==> src/rtl/core/tvp_pkg.sv <==
// package: types, constants and helpers shared by the vertex projector
package tvp_pkg;

  localparam int TRIG_TABLE_BITS = 10;
  localparam int CORDIC_STEPS    = 14;
  localparam int STEP_W          = 4;

  localparam int REG_SPIN_SPEED    = 0;
  localparam int REG_SHAPE_SCALE   = 1;
  localparam int REG_CANVAS_CENTER = 2;
  localparam int REG_SPIN_ENABLED  = 3;

  localparam logic [11:0] SPIN_SPEED_RST    = 12'd209;
  localparam logic [15:0] SHAPE_SCALE_RST   = 16'd4139;
  localparam logic [9:0]  CANVAS_CENTER_RST = 10'd32;

  localparam logic signed [15:0] ONE_Q14      = 16'sd16384;
  localparam logic signed [15:0] TILT_COS_RST = 16'sd13968;
  localparam logic signed [15:0] TILT_SIN_RST = 16'sd8564;

  localparam logic signed [31:0] CORDIC_GAIN = 32'sd163008219;
  localparam logic signed [16:0] TILT_BASE   = 17'sd5737;
  localparam logic signed [15:0] TILT_SWING  = 16'sd3129;
  localparam logic [15:0]        TILT_RATE   = 16'd41288;
  localparam logic signed [17:0] DIST_Q13    = 18'sd24576;

  localparam int DIV_NUM_W = 40;
  localparam int DIV_DEN_W = 23;

  function automatic logic [13:0] atan_unit(input logic [STEP_W-1:0] i);
    logic [13:0] v;
    case (i)
      4'd0:  v = 14'd8192;
      4'd1:  v = 14'd4836;
      4'd2:  v = 14'd2555;
      4'd3:  v = 14'd1297;
      4'd4:  v = 14'd651;
      4'd5:  v = 14'd326;
      4'd6:  v = 14'd163;
      4'd7:  v = 14'd81;
      4'd8:  v = 14'd41;
      4'd9:  v = 14'd20;
      4'd10: v = 14'd10;
      4'd11: v = 14'd5;
      4'd12: v = 14'd3;
      4'd13: v = 14'd1;
      default: v = 14'd0;
    endcase
    return v;
  endfunction

  typedef enum logic [4:0] {
    MUL_SRC_NONE = 5'b00001,
    MUL_SRC_ROT  = 5'b00010,
    MUL_SRC_TILT = 5'b00100,
    MUL_SRC_NUMX = 5'b01000,
    MUL_SRC_NUMY = 5'b10000
  } mul_src_t;

  // commands from controller to datapath
  typedef struct packed {
    logic       load_vert;
    logic       tick_advance;
    logic       cordic_start;
    logic [1:0] cordic_sel;    // 0 spin, 1 tilt phase, 2 tilt angle
    logic       cordic_store;
    logic       rot_x1z1;
    logic       rot_y2z2;
    logic       div_start;
    logic       div_sel_y;
    logic       div_store;
    logic       out_load;
  } tvp_cmd_t;

  typedef struct packed {
    logic cordic_done;
    logic div_done;
  } tvp_sts_t;

endpackage

==> src/rtl/core/tvp_ctrl.sv <==
// controller state machine sequencing tick and vertex work
module tvp_ctrl (
  input  logic               clk,
  input  logic               rst_n,
  input  logic               in_fire,
  input  logic               in_kind,
  input  logic               spin_enabled,
  input  logic               out_busy,
  input  tvp_pkg::tvp_sts_t  sts,
  output tvp_pkg::tvp_cmd_t  cmd,
  output logic               in_ready,
  output logic               out_push
);

  typedef enum logic [7:0] {
    ST_IDLE  = 8'b00000001,
    ST_TRIG  = 8'b00000010,
    ST_ROT1  = 8'b00000100,
    ST_ROT2  = 8'b00001000,
    ST_DIVX  = 8'b00010000,
    ST_DIVY  = 8'b00100000,
    ST_PUSH  = 8'b01000000,
    ST_START = 8'b10000000
  } state_t;

  state_t state_r, state_nxt;
  logic [1:0] sel_r, sel_nxt;
  logic first_r, first_nxt;

  always_comb begin
    state_nxt = state_r;
    sel_nxt = sel_r;
    first_nxt = 1'b0;
    cmd = '0;
    cmd.cordic_sel = sel_r;
    cmd.div_sel_y = (state_r == ST_DIVY);
    out_push = 1'b0;
    in_ready = (state_r == ST_IDLE);
    unique case (state_r)
      ST_IDLE: begin
        if (in_fire) begin
          if (in_kind) begin
            cmd.load_vert = 1'b1;
            state_nxt = ST_ROT1;
          end else if (spin_enabled) begin
            cmd.tick_advance = 1'b1;
            sel_nxt = 2'd0;
            state_nxt = ST_START;
          end
        end
      end
      ST_START: begin
        cmd.cordic_start = 1'b1;
        state_nxt = ST_TRIG;
      end
      ST_TRIG: begin
        if (sts.cordic_done) begin
          cmd.cordic_store = 1'b1;
          if (sel_r == 2'd2) state_nxt = ST_IDLE;
          else begin
            sel_nxt = sel_r + 2'd1;
            state_nxt = ST_START;
          end
        end
      end
      ST_ROT1: begin
        cmd.rot_x1z1 = 1'b1;
        state_nxt = ST_ROT2;
      end
      ST_ROT2: begin
        cmd.rot_y2z2 = 1'b1;
        first_nxt = 1'b1;
        state_nxt = ST_DIVX;
      end
      ST_DIVX: begin
        if (first_r) cmd.div_start = 1'b1;
        else if (sts.div_done) begin
          cmd.div_store = 1'b1;
          first_nxt = 1'b1;
          state_nxt = ST_DIVY;
        end
      end
      ST_DIVY: begin
        if (first_r) cmd.div_start = 1'b1;
        else if (sts.div_done) begin
          cmd.div_store = 1'b1;
          state_nxt = ST_PUSH;
        end
      end
      ST_PUSH: begin
        if (!out_busy) begin
          out_push = 1'b1;
          state_nxt = ST_IDLE;
        end
      end
      default: state_nxt = ST_IDLE;
    endcase
  end

  always_ff @(posedge clk) begin
    if (!rst_n) begin
      state_r <= ST_IDLE;
      first_r <= 1'b0;
      sel_r <= 2'd0;
    end else begin
      state_r <= state_nxt;
      first_r <= first_nxt;
      sel_r <= sel_nxt;
    end
  end

endmodule

==> config.mk <==
export PLATFORM = sky130hd
export DESIGN_NAME = tvp_ctrl
export DESIGN_NICKNAME = d
export VERILOG_FILES = /design/src/rtl/core/tvp_pkg.sv /design/src/rtl/core/tvp_ctrl.sv
export SDC_FILE = /design/constraint.sdc
export NUM_CORES = 1
export LEC_CHECK = 0
export BUFFER_PORTS_ARGS = -buffer_cell sky130_fd_sc_hd__buf_2
export CAP_MARGIN = 20
export CORE_AREA = 2 2 41 43
export CTS_CLUSTER_DIAMETER = 200
export DETAILED_ROUTE_END_ITERATION = 7
export DIE_AREA = 0 0 43 45
export PLACE_DENSITY = 0.81
export SLEW_MARGIN = 20
export SYNTH_ARGS = -nofsm -noshare
export SYNTH_HDL_FRONTEND = slang
export SYNTH_SLANG_ARGS = --single-unit
==> constraint.sdc <==
create_clock -name clk -period 3.2 [get_ports clk]
set_clock_uncertainty 0.2 [all_clocks]
set_input_delay 0.64 -clock clk [delete_from_list [all_inputs] [get_ports clk]]
set_output_delay 0.64 -clock clk [all_outputs]
set_load 0.1 [all_outputs]
==> metrics.md <==
| Metric | Value |
|---|---|
| Number of hold violations in the final report | 0 |
| Clock-pin slew on the worst setup and hold paths | 0.07 ns |
| Number of buffers added to fix hold violations after cts | 0 |
| Worst reg-to-reg path cell count | 5 |
| Synth Area in Simple Gates | 45.28% |
| Number of enable-type register cells in the synthesized netlist | 0 |
| Post-DR wirelength/cell | 12.83 um |
| I/O Buffers | 20 |
| Post-CTS setup buffer count | 0 |
| Xor-xnor portion of the synthesized cell area | 2.448% |
| Count of mapped cells out of synthesis | 89 |
| Critical path depth | 5 |
| Largest voltage drop on the vdd net | 0.2817 mV |
| Count of boundary I/O pins | 22 |
| Number of nets in the finished design | 120 |
| Clock buffer count from CTS | 3 |
| Share of final-layout standard cells stronger than drive strength 1 | 28.18% |
| Placed wire-length estimate | 1.316 mm |
| Post-synthesis sequential element count | 11 |
| Multiplexer fraction of the synthesized cell area | 0% |
| Synth top area share | 30.77% |
| Synth Net Count | 98 |
| Capture instance of the worst register-to-register path | sel_r[1] |
| Die Area | 0.001935 sq mm |
| Area grow syn2layout | 18.36% |
| Type of the most critical hold path | reg2reg |
| Number of global-route vias before repair | 651 |
| Maximum achievable frequency | 339.3 MHz |
| Synthesis warning total | 0 |
| Status | completed |
| Global-route wire length before repair | 2.539 mm |
| Critical path buffer and inverter count | 1 |
| Biggest area consumer among synthesized cells | dfxtp_1 |
| Critical path required time | 2.36 ns |
| Gr usage total | 17.84% |
| Vias | 717 |
| Filler Cell Count | 147 |
| Via-per-instance ratio | 5.690 |
| List of most frequent post-synthesis cells | nor2_1, dfxtp_1, nand2_1 |
| Area inside the core boundary | 0.001471 sq mm |
| Pin count of the biggest net entering global routing | 11 |
| WP data arrival | 2.11 ns |
| Crit Path Category | reg2out |
| Area of all sequential standard cells | 220.2 sq um |
| Compound-gate portion of the synthesized area | 13.81% |
| Largest fanout on the critical path | 7 |
| Width of the chip | 43 um |
| Effective utilization at floorplan | 48.64% |
| Largest cells by area after synthesis | dfxtp_1, nor2_1, nand4b_1 |
| Wirelength, routed | 1.616 mm |
| Main combinational cell family by area after synthesis | simple AND/OR/NAND/NOR gates |
| Buffer levels on the longest clock path | 2 |
| Worst setup slack for register-to-register paths | 1.24 ns |
| Number of antenna violations at the first check in global routing | 0 |
| Worst setup path startpoint | state_r[0] |
| Adder and majority cell fraction of the synthesized area | 1.748% |
| Capture point of the worst path | cmd[10] |
| Critical path startpoint category | register |
| Reg-to-reg critical path startpoint | state_r[0] |
| Root buf cell | clkbuf_4 |
| Remaining global-route overflow | 0 |
| Cell class contributing the biggest share of worst-path delay | simple AND/OR/NAND/NOR gates |
| Fraction of registers with async set or reset after synthesis | 0% |
| Power per unit of standard cell area | 518.2 mW/mm^2 |
| Footprint of the multi-input gates | 465.4 sq um |
| Endpoints failing setup | 0 |
| Final critical-path share of the clock period | 92.10% |
| Final antenna-violating net count | 0 |
| Leak | 0.0003599 uW |
| Unrepaired setup endpoints after global routing | false |
| Floorplan die height | 45 um |
| Post-synth cell types | 36 |
| Clock insertion delay at the later pin of the skew report | 0.26 ns |
| Max Transition Viols Final | 0 |
| Cell with the biggest individual delay on the critical path | nor4b_1 |
| TritonCTS clock tree | built |
| Cell area after synthesis | 715.7 sq um |
| Portion of the post-synthesis area used by sequential elements | 30.77% |
| # rows | 14 |
| Post-layout min period | 2.947 ns |
| Count of maximum capacitance violations | 0 |
| Top flip-flop cell by instance count after synthesis | dfxtp_1 |
| Element type at the critical path end | primary output |
| Length of the first detailed-routing pass in iterations | 4 |
| CTS sink count | 11 |
| Critical path cell sequence | nor4b_1 > and2_2 > nand2b_1 > nor2_2 > buf_2 |
| Slew of the pin with the lowest slew margin | 0.5194 ns |
| Diodes inserted | 0 |
| Hold WS | 0.2887 ns |
| Final core occ | 57.57% |
| Most numerous cell in the Yosys netlist | nor2_1 |
| Max stage delay on crit path | 0.48 ns |
| Post-Synthesis Mean Instance Area | 8.041 sq um |
| Initial DRC Count | 14 |
| Maximum level of the CTS H-tree | 1 |
| GPL Wtd Cong | 0.8498 |
| DRC viols | 0 |
| Post-cts gate resize count | 0 |
| Worst rel slew slack | 64.88% |
## area by class of cell
type	instances	share of cell area, %
inverter	4	1.773
sequential	11	26.00
multi-input combinational	71	54.95
clock buffer	4	3.102
timing repair buffer	20	11.82
tap	16	2.363
## report_power, final
part / switching (uW) / leakage (uW) / internal [uW]
Clock: 45.9 / 0.0000150 / 48.2
Sequential: 13.1 / 0.0000891 / 144
Combinational: 138 / 0.000256 / 49.7
## placed cells by master, fill, tap and decap left out, types with 2 or more instances in the layout
master,instances
buf_2,20
nor2_1,12
dfxtp_1,11
nand2_1,6
a21oi_1,5
inv_1,4
nand3_1,4
nand2b_1,3
nand4_1,3
nand4b_1,3
clkbuf_4,3
nor4b_1,2
xor2_1,2
nor2b_1,2
and3_1,2
and2_1,2
nor3b_1,2
o21a_1,2
o21ai_1,2
## per-layer routing
| layer | vias up | global-route usage, % | routed length, um |
|---|---|---|---|
| met4 | 0 | 11.52 | 29 |
| met5 | - | 0 | 0 |
| met1 | 331 | 20.84 | 711 |
| met2 | 22 | 30.00 | 801 |
| li1 | 359 | - | - |
| met3 | 5 | 3.600 | 72 |
## kinds of logic (layout without fill, tap and decap cells)
family,after synthesis,after routing
fa+ha+maj,1,1
xor+xnor,2,2
flops,11,11
other cells,1,1
buf+inv,7,28
simple gates,52,52
compound gates,15,15
## stage by stage
| stage | std cells | TNS, ns | setup WS [ns] | total power, uW | area (sq um) |
|---|---|---|---|---|---|
| floorplan | 89 | -0.02847 | -0.02847 | 315.5 | 724.4 |
| global placement | 122 | 0 | 0.6098 | 343.7 | 820.8 |
| detailed placement | 122 | 0 | 0.5315 | 347.4 | 820.8 |
| CTS | 126 | 0 | 0.2308 | 441.5 | 847.1 |
| global route | 126 | 0 | 0.09978 | 463.8 | 847.1 |
| finish | 126 | 0 | 0.2527 | 438.9 | 847.1 |
## flip-flops by register name (all words and copies together), names as in the netlist
signal,flops
sel_r,2
state_r,8
first_r,1
## worst min path at each step
stage                          start         end  slack [ns]  cells after the start
after CTS                   sel_r[1]    sel_r[1]        0.29                      2
after global placement      sel_r[1]    sel_r[1]        0.26                      2
after floorplan           state_r[2]  state_r[3]        0.35                      2
final                       sel_r[1]    sel_r[1]        0.29                      2
after global routing        sel_r[1]    sel_r[1]        0.32                      2
after detailed placement    sel_r[1]    sel_r[1]        0.28                      2
## worst register-to-register path: cells and delay by family (launching register included)
kind / cells / cell delay, ns
AND/OR/NAND/NOR: 3 / 0.78
flip-flops: 1 / 0.46
AO/OA/AOI/OAI: 2 / 0.45
Note: power is estimated with default switching activity, not from simulation.
